--- src/sv/alie_pkg.sv ---
// shared constants, codes and types of the array list engine
package alie_pkg;

    // list storage
    localparam int CAPACITY    = 64;
    localparam int MAX_RESULTS = 64;
    localparam int ADDR_W      = $clog2(CAPACITY);
    localparam int CNT_W       = $clog2(CAPACITY + 1);

    // fixed field widths
    localparam int DATA_W     = 32;
    localparam int MODE_W     = 3;
    localparam int POS_W      = 6;
    localparam int STATUS_W   = 2;
    localparam int OUT_CNT_W  = 7;

    // width used for index against length compares
    localparam int CMP_W = (CNT_W > POS_W) ? CNT_W : POS_W + 1;

    // operation codes
    localparam logic [MODE_W-1:0] MODE_CLEAR     = 3'd0;
    localparam logic [MODE_W-1:0] MODE_APPEND    = 3'd1;
    localparam logic [MODE_W-1:0] MODE_INSERT    = 3'd2;
    localparam logic [MODE_W-1:0] MODE_OVERWRITE = 3'd3;
    localparam logic [MODE_W-1:0] MODE_DELETE    = 3'd4;
    localparam logic [MODE_W-1:0] MODE_DUMP      = 3'd5;

    // status codes
    localparam logic [STATUS_W-1:0] ST_OK     = 2'd0;
    localparam logic [STATUS_W-1:0] ST_BADIDX = 2'd1;
    localparam logic [STATUS_W-1:0] ST_FULL   = 2'd2;
    localparam logic [STATUS_W-1:0] ST_EMPTY  = 2'd3;

    // storage port command from the sequencer
    typedef struct packed {
        logic              we;
        logic [ADDR_W-1:0] waddr;
        logic [DATA_W-1:0] wdata;
        logic              re;
        logic [ADDR_W-1:0] raddr;
    } ram_cmd_t;

    // one result item
    typedef struct packed {
        logic [STATUS_W-1:0]      status;
        logic signed [DATA_W-1:0] data_out;
        logic [POS_W-1:0]         word_index;
        logic [OUT_CNT_W-1:0]     count_now;
        logic                     last;
    } res_t;

endpackage

--- src/sv/alie_req_if.sv ---
// request channel of the array list engine
interface alie_req_if;
    logic                                   valid;
    logic                                   ready;
    logic [alie_pkg::MODE_W-1:0]            mode;
    logic [alie_pkg::POS_W-1:0]             position;
    logic signed [alie_pkg::DATA_W-1:0]     data_in;

    modport source (output valid, output mode, output position, output data_in,
                    input ready);
    modport sink (input valid, input mode, input position, input data_in,
                  output ready);
endinterface

--- src/sv/alie_res_if.sv ---
// result channel of the array list engine
interface alie_res_if;
    logic                                   valid;
    logic                                   ready;
    logic [alie_pkg::STATUS_W-1:0]          status;
    logic signed [alie_pkg::DATA_W-1:0]     data_out;
    logic [alie_pkg::POS_W-1:0]             word_index;
    logic [alie_pkg::OUT_CNT_W-1:0]         count_now;
    logic                                   last;

    modport source (output valid, output status, output data_out, output word_index,
                    output count_now, output last, input ready);
    modport sink (input valid, input status, input data_out, input word_index,
                  input count_now, input last, output ready);
endinterface

--- src/sv/alie_ram.sv ---
// generic simple dual port ram with registered read
module alie_ram #(
    parameter int WIDTH = 32,
    parameter int DEPTH = 64
) (
    input  logic                     clk,
    input  logic                     we,
    input  logic [$clog2(DEPTH)-1:0] waddr,
    input  logic [WIDTH-1:0]         wdata,
    input  logic                     re,
    input  logic [$clog2(DEPTH)-1:0] raddr,
    output logic [WIDTH-1:0]         rdata
);

    logic [WIDTH-1:0] mem [DEPTH];
    logic [WIDTH-1:0] rdata_reg;

    // write port
    always_ff @(posedge clk)
    begin
        if (we)
        begin
            mem[waddr] <= wdata;
        end
    end

    // read port, data held until the next read
    always_ff @(posedge clk)
    begin
        if (re)
        begin
            rdata_reg <= mem[raddr];
        end
    end

    assign rdata = rdata_reg;

endmodule

--- src/sv/alie_ctrl.sv ---
// sequencer: decodes requests, walks the store for shifts and dumps
module alie_ctrl (
    input  logic                      clk,
    input  logic                      rst_n,
    alie_req_if.sink                  req,
    output alie_pkg::ram_cmd_t        ram_cmd,
    input  logic [alie_pkg::DATA_W-1:0] ram_rdata,
    output logic                      res_valid,
    output alie_pkg::res_t            res,
    input  logic                      res_ready
);

    typedef enum logic [3:0] {
        S_IDLE,
        S_UP_RD,
        S_UP_LAST,
        S_UP_PUT,
        S_DN_RD,
        S_DN_LAST,
        S_DUMP_RD,
        S_DUMP_OUT,
        S_EMIT
    } state_t;

    state_t                                 state_reg, state_next;
    logic [alie_pkg::CNT_W-1:0]             len_reg, len_next;
    logic [alie_pkg::ADDR_W-1:0]            ptr_reg, ptr_next;
    logic [alie_pkg::ADDR_W-1:0]            pos_reg, pos_next;
    logic [alie_pkg::ADDR_W-1:0]            wdst_reg, wdst_next;
    logic                                   pend_reg, pend_next;
    logic [alie_pkg::DATA_W-1:0]            data_reg, data_next;
    logic [alie_pkg::STATUS_W-1:0]          status_reg, status_next;

    logic [alie_pkg::CMP_W-1:0]             pos_cmp;
    logic [alie_pkg::CMP_W-1:0]             len_cmp;
    logic [alie_pkg::CMP_W-1:0]             ptr_cmp;
    logic [alie_pkg::ADDR_W-1:0]            pos_idx;
    logic [alie_pkg::ADDR_W-1:0]            tail_idx;
    logic                                   full;
    logic                                   pos_bad;
    logic                                   dump_last;

    // index and length compares
    assign pos_cmp   = alie_pkg::CMP_W'(req.position);
    assign len_cmp   = alie_pkg::CMP_W'(len_reg);
    assign ptr_cmp   = alie_pkg::CMP_W'(ptr_reg);
    assign pos_idx   = alie_pkg::ADDR_W'(pos_cmp);
    assign tail_idx  = alie_pkg::ADDR_W'(len_reg - alie_pkg::CNT_W'(1));
    assign full      = (len_reg == alie_pkg::CNT_W'(alie_pkg::CAPACITY));
    assign pos_bad   = (pos_cmp >= len_cmp);
    assign dump_last = (ptr_cmp + alie_pkg::CMP_W'(1) == len_cmp)
                    || (ptr_cmp == alie_pkg::CMP_W'(alie_pkg::MAX_RESULTS - 1));

    assign req.ready = (state_reg == S_IDLE);

    // next state and storage commands
    always_comb
    begin
        state_next  = state_reg;
        len_next    = len_reg;
        ptr_next    = ptr_reg;
        pos_next    = pos_reg;
        wdst_next   = wdst_reg;
        pend_next   = pend_reg;
        data_next   = data_reg;
        status_next = status_reg;

        ram_cmd.we    = 1'b0;
        ram_cmd.waddr = wdst_reg;
        ram_cmd.wdata = ram_rdata;
        ram_cmd.re    = 1'b0;
        ram_cmd.raddr = ptr_reg;

        res_valid      = 1'b0;
        res.status     = status_reg;
        res.data_out   = '0;
        res.word_index = '0;
        res.count_now  = alie_pkg::OUT_CNT_W'(len_reg);
        res.last       = 1'b1;

        case (state_reg)
            S_IDLE:
            begin
                if (req.valid)
                begin
                    status_next = alie_pkg::ST_OK;
                    state_next  = S_EMIT;
                    case (req.mode)
                        alie_pkg::MODE_CLEAR:
                        begin
                            len_next = '0;
                        end
                        alie_pkg::MODE_APPEND, alie_pkg::MODE_INSERT:
                        begin
                            if (full)
                            begin
                                status_next = alie_pkg::ST_FULL;
                            end
                            else if (req.mode == alie_pkg::MODE_APPEND || pos_bad)
                            begin
                                ram_cmd.we    = 1'b1;
                                ram_cmd.waddr = alie_pkg::ADDR_W'(len_reg);
                                ram_cmd.wdata = req.data_in;
                                len_next      = len_reg + alie_pkg::CNT_W'(1);
                            end
                            else
                            begin
                                data_next  = req.data_in;
                                pos_next   = pos_idx;
                                ptr_next   = tail_idx;
                                pend_next  = 1'b0;
                                state_next = S_UP_RD;
                            end
                        end
                        alie_pkg::MODE_OVERWRITE:
                        begin
                            if (pos_bad)
                            begin
                                status_next = alie_pkg::ST_BADIDX;
                            end
                            else
                            begin
                                ram_cmd.we    = 1'b1;
                                ram_cmd.waddr = pos_idx;
                                ram_cmd.wdata = req.data_in;
                            end
                        end
                        alie_pkg::MODE_DELETE:
                        begin
                            if (pos_bad)
                            begin
                                status_next = alie_pkg::ST_BADIDX;
                            end
                            else if (pos_cmp + alie_pkg::CMP_W'(1) == len_cmp)
                            begin
                                len_next = len_reg - alie_pkg::CNT_W'(1);
                            end
                            else
                            begin
                                ptr_next   = pos_idx + alie_pkg::ADDR_W'(1);
                                pend_next  = 1'b0;
                                state_next = S_DN_RD;
                            end
                        end
                        alie_pkg::MODE_DUMP:
                        begin
                            if (len_reg == '0)
                            begin
                                status_next = alie_pkg::ST_EMPTY;
                            end
                            else
                            begin
                                ptr_next   = '0;
                                state_next = S_DUMP_RD;
                            end
                        end
                        default:
                        begin
                            status_next = alie_pkg::ST_OK;
                        end
                    endcase
                end
            end

            // insert: move words up, top first, one read and one write a cycle
            S_UP_RD:
            begin
                ram_cmd.re = 1'b1;
                ram_cmd.we = pend_reg;
                wdst_next  = ptr_reg + alie_pkg::ADDR_W'(1);
                pend_next  = 1'b1;
                if (ptr_reg == pos_reg)
                begin
                    state_next = S_UP_LAST;
                end
                else
                begin
                    ptr_next = ptr_reg - alie_pkg::ADDR_W'(1);
                end
            end

            S_UP_LAST:
            begin
                ram_cmd.we = 1'b1;
                state_next = S_UP_PUT;
            end

            S_UP_PUT:
            begin
                ram_cmd.we    = 1'b1;
                ram_cmd.waddr = pos_reg;
                ram_cmd.wdata = data_reg;
                len_next      = len_reg + alie_pkg::CNT_W'(1);
                state_next    = S_EMIT;
            end

            // delete: move words down, bottom first
            S_DN_RD:
            begin
                ram_cmd.re = 1'b1;
                ram_cmd.we = pend_reg;
                wdst_next  = ptr_reg - alie_pkg::ADDR_W'(1);
                pend_next  = 1'b1;
                if (ptr_reg == tail_idx)
                begin
                    state_next = S_DN_LAST;
                end
                else
                begin
                    ptr_next = ptr_reg + alie_pkg::ADDR_W'(1);
                end
            end

            S_DN_LAST:
            begin
                ram_cmd.we = 1'b1;
                len_next   = len_reg - alie_pkg::CNT_W'(1);
                state_next = S_EMIT;
            end

            // dump: read a word, then offer it
            S_DUMP_RD:
            begin
                ram_cmd.re = 1'b1;
                state_next = S_DUMP_OUT;
            end

            S_DUMP_OUT:
            begin
                res_valid      = 1'b1;
                res.status     = alie_pkg::ST_OK;
                res.data_out   = ram_rdata;
                res.word_index = alie_pkg::POS_W'(ptr_reg);
                res.last       = dump_last;
                if (res_ready)
                begin
                    if (dump_last)
                    begin
                        state_next = S_IDLE;
                    end
                    else
                    begin
                        ptr_next   = ptr_reg + alie_pkg::ADDR_W'(1);
                        state_next = S_DUMP_RD;
                    end
                end
            end

            S_EMIT:
            begin
                res_valid = 1'b1;
                if (res_ready)
                begin
                    state_next = S_IDLE;
                end
            end

            default:
            begin
                state_next = S_IDLE;
            end
        endcase
    end

    // state and working registers
    always_ff @(posedge clk or negedge rst_n)
    begin
        if (!rst_n)
        begin
            state_reg  <= S_IDLE;
            len_reg    <= '0;
            pend_reg   <= 1'b0;
            status_reg <= alie_pkg::ST_OK;
        end
        else
        begin
            state_reg  <= state_next;
            len_reg    <= len_next;
            pend_reg   <= pend_next;
            status_reg <= status_next;
        end
    end

    // payload and address registers
    always_ff @(posedge clk)
    begin
        ptr_reg  <= ptr_next;
        pos_reg  <= pos_next;
        wdst_reg <= wdst_next;
        data_reg <= data_next;
    end

endmodule

--- src/sv/array_list_insert_delete_engine.sv ---
// top level of the array list engine: sequencer, word store and result register
//
//  port  dir   carries                                       transfer when
//  req   in    mode, position, data_in                       req.valid && req.ready
//  res   out   status, data_out, word_index, count_now, last res.valid && res.ready
//
// one request at a time; clear, append, overwrite and errors finish without a shift
// insert at index p moves the words from the tail down to p up by one, then writes p
// delete at index p moves the words above p down by one; a dump reads and offers each word
// the store has one read and one write port, which pace every shift and dump step
// reset empties the list at once; results wait in an output register under stall
module array_list_insert_delete_engine (
    input  logic       clk,
    input  logic       rst_n,
    alie_req_if.sink   req,
    alie_res_if.source res
);

    alie_pkg::ram_cmd_t              ram_cmd;
    logic [alie_pkg::DATA_W-1:0]     ram_rdata;
    logic                            seq_valid;
    alie_pkg::res_t                  seq_res;
    logic                            seq_ready;
    logic                            out_valid_reg;
    alie_pkg::res_t                  out_reg;

    alie_ctrl u_ctrl (
        .clk       (clk),
        .rst_n     (rst_n),
        .req       (req),
        .ram_cmd   (ram_cmd),
        .ram_rdata (ram_rdata),
        .res_valid (seq_valid),
        .res       (seq_res),
        .res_ready (seq_ready)
    );

    alie_ram #(
        .WIDTH (alie_pkg::DATA_W),
        .DEPTH (alie_pkg::CAPACITY)
    ) u_store (
        .clk   (clk),
        .we    (ram_cmd.we),
        .waddr (ram_cmd.waddr),
        .wdata (ram_cmd.wdata),
        .re    (ram_cmd.re),
        .raddr (ram_cmd.raddr),
        .rdata (ram_rdata)
    );

    // output register frees the sequencer while a result waits
    assign seq_ready = !out_valid_reg || res.ready;

    always_ff @(posedge clk or negedge rst_n)
    begin
        if (!rst_n)
        begin
            out_valid_reg <= 1'b0;
        end
        else if (seq_ready)
        begin
            out_valid_reg <= seq_valid;
        end
    end

    always_ff @(posedge clk)
    begin
        if (seq_ready && seq_valid)
        begin
            out_reg <= seq_res;
        end
    end

    assign res.valid      = out_valid_reg;
    assign res.status     = out_reg.status;
    assign res.data_out   = out_reg.data_out;
    assign res.word_index = out_reg.word_index;
    assign res.count_now  = out_reg.count_now;
    assign res.last       = out_reg.last;

    // a taken request keeps the block busy in the next cycle
    a_busy_after_take: assert property (@(posedge clk) disable iff (!rst_n)
        req.valid && req.ready |=> !req.ready)
        else $error("request taken while previous one still in progress");

    // the length never exceeds the store
    a_count_bound: assert property (@(posedge clk) disable iff (!rst_n)
        res.valid |-> res.count_now <= alie_pkg::OUT_CNT_W'(alie_pkg::CAPACITY))
        else $error("reported length beyond capacity");

    // only a dump of an empty list reports empty
    a_empty_dump: assert property (@(posedge clk) disable iff (!rst_n)
        res.valid && res.status == alie_pkg::ST_EMPTY |-> res.count_now == '0 && res.last)
        else $error("empty status with nonzero length");

    // a result that is not the last one is a dumped word
    a_mid_result_ok: assert property (@(posedge clk) disable iff (!rst_n)
        res.valid && !res.last |-> res.status == alie_pkg::ST_OK)
        else $error("intermediate result with error status");

endmodule

--- src/flat_wrapper.sv ---
// flat-port wrapper written by rule: the top's interface ports become plain ports
module array_list_insert_delete_engine_flat 
  (clk, rst_n, req_valid, req_mode, req_position, req_data_in, req_ready, res_valid, res_status, res_data_out, res_word_index, res_count_now, res_last, res_ready);
  alie_req_if req_i ();
  alie_res_if res_i ();
  input  logic clk;
  input  logic rst_n;
  input wire logic [$bits(req_i.valid)-1:0] req_valid;
  input wire logic [$bits(req_i.mode)-1:0] req_mode;
  input wire logic [$bits(req_i.position)-1:0] req_position;
  input wire logic [$bits(req_i.data_in)-1:0] req_data_in;
  output wire logic [$bits(req_i.ready)-1:0] req_ready;
  output wire logic [$bits(res_i.valid)-1:0] res_valid;
  output wire logic [$bits(res_i.status)-1:0] res_status;
  output wire logic [$bits(res_i.data_out)-1:0] res_data_out;
  output wire logic [$bits(res_i.word_index)-1:0] res_word_index;
  output wire logic [$bits(res_i.count_now)-1:0] res_count_now;
  output wire logic [$bits(res_i.last)-1:0] res_last;
  input wire logic [$bits(res_i.ready)-1:0] res_ready;
  assign req_i.valid = req_valid;
  assign req_i.mode = req_mode;
  assign req_i.position = req_position;
  assign req_i.data_in = req_data_in;
  assign req_ready = req_i.ready;
  assign res_valid = res_i.valid;
  assign res_status = res_i.status;
  assign res_data_out = res_i.data_out;
  assign res_word_index = res_i.word_index;
  assign res_count_now = res_i.count_now;
  assign res_last = res_i.last;
  assign res_i.ready = res_ready;
  array_list_insert_delete_engine u_core (.clk(clk), .rst_n(rst_n), .req(req_i), .res(res_i));
endmodule
--- config.mk ---
export PLATFORM = sky130hd
export DESIGN_NAME = array_list_insert_delete_engine_flat
export DESIGN_NICKNAME = d
export VERILOG_FILES = /design/src/sv/alie_pkg.sv /design/src/sv/alie_req_if.sv /design/src/sv/alie_res_if.sv /design/src/sv/alie_ram.sv /design/src/sv/alie_ctrl.sv /design/src/sv/array_list_insert_delete_engine.sv /design/src/flat_wrapper.sv
export SDC_FILE = /design/constraint.sdc
export NUM_CORES = 2
export LEC_CHECK = 0
export BUFFER_PORTS_ARGS = -buffer_cell sky130_fd_sc_hd__buf_2
export CORE_ASPECT_RATIO = 0.5
export CORE_MARGIN = 2
export CORE_UTILIZATION = 50
export DETAILED_ROUTE_END_ITERATION = 8
export PLACE_DENSITY = 0.65
export SLEW_MARGIN = 30
export SYNTH_ARGS = -nofsm -noshare
export SYNTH_HDL_FRONTEND = slang
export SYNTH_SLANG_ARGS = --single-unit
--- constraint.sdc ---
create_clock -name clk -period 18.25 [get_ports clk]
set_clock_uncertainty 0.2 [all_clocks]
set_input_delay 0.9125 -clock clk [delete_from_list [all_inputs] [get_ports clk]]
set_output_delay 0.9125 -clock clk [all_outputs]
set_load 0.01 [all_outputs]
==> results.py <==
metrics = {
    "outcome": {
        "status": "complete, no violations",
    },
    "global_route": {
        "gr-max-usage-layer": "met1",
        "grt_start_max_net_pins": 155,
        "grt_use_total_pct": 26.1,
        "grt_pass1_vias": 41000,
        "use_met1_pct": 39.6,
        "grt_overflow": 0,
        "grt_pass1_wl_microns": 318000,
        "grt_use_met3_pct": 6.89,
        "grt_antenna_before_repair": 14,
        "grt_use_met2_pct": 37.9,
    },
    "setup_path": {
        "rr_worst_depth": 11,
        "regToRegStartpoint": "u_core.u_ctrl.len_cmp[4]$_DFFE_PN0P_",
        "crit_buf_inv": 3,
        "path_delay_family": "simple AND/OR/NAND/NOR gates",
        "r2r_setup_slack_ns": 12.16,
        "worstPathRequired_ns": 18.52,
        "crit_top_cell": "buf_4",
        "r2r-end": "u_core.u_store.mem[18][23]$_DFFE_PP_",
        "path_max_fanout": 37,
        "cp.arrival_ns": 6.36,
        "path_cells": "clkinv_1 > ha_1 > a211oi_2 > nor2_1 > a2bb2oi_2 > and4_1 > buf_4 > o22a_1 > nand3_2 > nor3_4 > buf_4",
        "cp_slowest_cell": "nor3_4",
        "worst_setup_path_start_kind": "register",
        "critical_path_class": "register to register",
        "crit_path_max_incr_delay_ns": 0.84,
        "end_kind": "register",
    },
    "sta": {
        "maxSlewHeadroom_pct": 31.0,
        "post-route-period-util_pct": 33.4,
        "slew_viol_final": 0,
        "finalCriticalPeriod_ns": 6.09,
        "finalSetupTns_ns": 0,
        "max_slew.worst_pin.slew_ns": 1.03,
        "setup_viol": 0,
        "hold_viol": 0,
        "fmax_mhz": 164,
        "grt_setup_unrepaired": "false",
    },
    "routing": {
        "dr_total_vias": 41900,
        "dr.pass1.iters": 7,
        "routed_wl_microns": 227000,
        "drcViolationCount": 0,
        "wire_per_inst_microns": 35.6,
        "drt_iter0_drc": 6368,
        "vias_per_cell": 6.56,
        "ant_nets": 0,
    },
    "synthesis": {
        "avgSynthCellArea_sq_um": 23.1,
        "ys_top_cells_by_area": "edfxtp_1 76%, mux4_2 17%, clkbuf_1 0.45%",
        "synth_top_area_cell": "edfxtp_1",
        "synthArstFlopShare_pct": 0.684,
        "postSynthCellCount": 3713,
        "yosys_warnings": 0,
        "synth_edf_count": 2178,
        "synth.top_cell.area_share_pct": 76.1,
        "yosys_most_used_dff": "edfxtp_1",
        "synth_area_sq_um": 85900,
        "netlist_top_cells_count": "2,178 x edfxtp_1, 662 x mux4_2, 103 x clkbuf_1",
        "ys_ff_latch": 2193,
        "seq_area_frac_synth_pct": 76.6,
        "synth.distinct_cells": 85,
        "syn_nets": 3769,
        "yosysMostFrequentCell": "edfxtp_1",
    },
    "clock_tree": {
        "cts.sinks": 2193,
        "ctsResizeCount": 0,
        "cts.clk_slew.worst_paths_ns": 0.07,
        "cts_setup_buffers": 0,
        "cts-root-buf": "clkbuf_16",
        "htree_num_levels": 4,
        "cts_buffer_depth": 3,
        "cts_buffers": 188,
        "cts_tree": "yes",
        "clock_latency_ns": 0.83,
    },
    "finish": {
        "fin_nets": 3994,
        "instances_no_fill": 6387,
        "top_register": "u_core.u_store.mem",
        "syn2layout_area_growth_pct": 12.2,
        "drive_gt1_share_pct": 32.0,
        "largest_reg_flops": 2048,
    },
    "placed_design": {
        "io_buffers": 94,
        "dp_hpwl_microns": 125000,
        "routabilityCongestion": 0.829,
        "place_inst": 6034,
    },
    "die": {
        "die_h_microns": 297,
        "num_rows": 107,
        "dieArea_sq_um": 175000,
        "fp.coreArea_sq_um": 170000,
        "start_util_pct": 50.4,
        "ios": 95,
        "die-width_microns": 590,
    },
    "pwr": {
        "p_int_mw": 11.1,
        "p_comb_share_pct": 33.6,
        "switchingPower_mw": 5.62,
        "power.total_mw": 16.8,
        "pwr-share-seq_pct": 42.2,
        "p_sw_share_pct": 33.5,
        "clockPowerShare_pct": 24.2,
        "cellPowerDensity_nw_per_um2": 174,
        "leakage_nw": 30.1,
        "max-vdd-ir-drop_mv": 0.162,
    },
    "run": {
        "max_cap_viol_count": 0,
    },
    "min_path": {
        "min_to": "u_core.u_ctrl.data_reg[6]$_DFFE_PP_",
        "whs_path_depth": 1,
        "hold_start": "req_data_in[6]",
        "hold_path.class": "input port to register",
    },
}
## worst max path at each step
| stage | startpoint | end | slack (ns) | cells past startpoint |
|---|---|---|---|---|
| floorplan | u_core.u_ctrl.len_cmp[4]$_DFFE_PN0P_ | u_core.u_store.mem[11][0]$_DFFE_PP_ | 12.51 | 12 |
| global placement | u_core.u_ctrl.ptr_reg[1]$_DFFE_PP_ | u_core.u_store.rdata[16]$_DFFE_PP_ | 11.93 | 8 |
| detailed placement | u_core.u_ctrl.len_cmp[4]$_DFFE_PN0P_ | u_core.u_store.mem[18][21]$_DFFE_PP_ | 12.26 | 11 |
| CTS | u_core.u_ctrl.len_cmp[4]$_DFFE_PN0P_ | u_core.u_store.mem[18][29]$_DFFE_PP_ | 12.21 | 11 |
| global route | u_core.u_ctrl.len_cmp[4]$_DFFE_PN0P_ | u_core.u_store.mem[18][23]$_DFFE_PP_ | 11.98 | 11 |
| finish | u_core.u_ctrl.len_cmp[4]$_DFFE_PN0P_ | u_core.u_store.mem[18][23]$_DFFE_PP_ | 12.16 | 11 |
## repair_timing
| item | 4_1_cts | 5_1_grt |
|---|---|---|
| endpoints found under the setup margin | 0 | 0 |
| hold endpoints to repair | 15 | 0 |
| hold buffers | 1 | 0 |
## kinds of logic after synthesis
| logic type | after synthesis | synth area share (%) |
|---|---|---|
| adders and majority gates | 11 | 0.160 |
| muxes | 693 | 17.7 |
| buffers and inverters | 237 | 1.21 |
| DFF | 2193 | 76.6 |
| xor gates and xnor gates | 41 | 0.466 |
| AOI/OAI and AO/OA | 201 | 1.68 |
| and+or+nand+nor | 337 | 2.19 |
## per-stage QoR
step | setup slack, ns | area, sq um | util [%] | hold slack [ns]
after CTS | 12.21 | 96300 | 56.5 | 0.0259
after detailed placement | 12.26 | 90100 | 52.9 | 0.327
final | 12.16 | 96400 | 56.5 | 0.0850
after floorplan | 12.51 | 85900 | - | 0.223
after global routing | 11.98 | 96400 | 56.5 | 0.0474
after global placement | 11.93 | 89900 | 52.8 | 0.330
## layer usage
layer	wire length (microns)	up-vias
li1	-	16400
met1	92300	22800
met2	102000	2414
met3	27400	294
met4	5110	4
met5	33	-
## power groups by stage
stage                     sequential [mW]  combinational, mW  clock (mW)
after floorplan                      7.06               3.50           0
after global placement               7.16               5.43           0
after detailed placement             7.17               5.58           0
after CTS                            7.06               5.60        4.11
after global routing                 7.08               5.95        4.31
final                                7.07               5.63        4.06
## cells in the final DEF, fill, tap and decap left out, types with 12 or more instances in the layout
cell       instances
a211oi_1          13
a21oi_1           23
a22oi_1           37
and2_1            43
buf_2             94
buf_4            137
bufinv_16         21
clkbuf_1          26
clkbuf_16        193
clkinv_1          48
clkinv_2          39
dfrtp_1           15
edfxtp_1        2178
inv_1             21
mux2_2            12
mux2i_1           12
mux4_2           662
nand2_1           85
nand3_1           20
nor2_1            25
nor3_1            12
nor3_2            42
nor3_4            26
o21ai_0           35
o22ai_1           12
xnor2_1           22
xor2_1            16
## final cells by class
class / count / area, sq um
clock inverter: 126 / 1230
timing repair buffer: 248 / 1840
fill: 12200 / 74100
multi-input combinational: 1283 / 19600
inverter: 24 / 90.1
sequential: 2193 / 65800
tap: 2289 / 2860
antenna: 5 / 12.5
clock buffer: 219 / 4930
No activity file was read; power rests on OpenSTA's default activity.
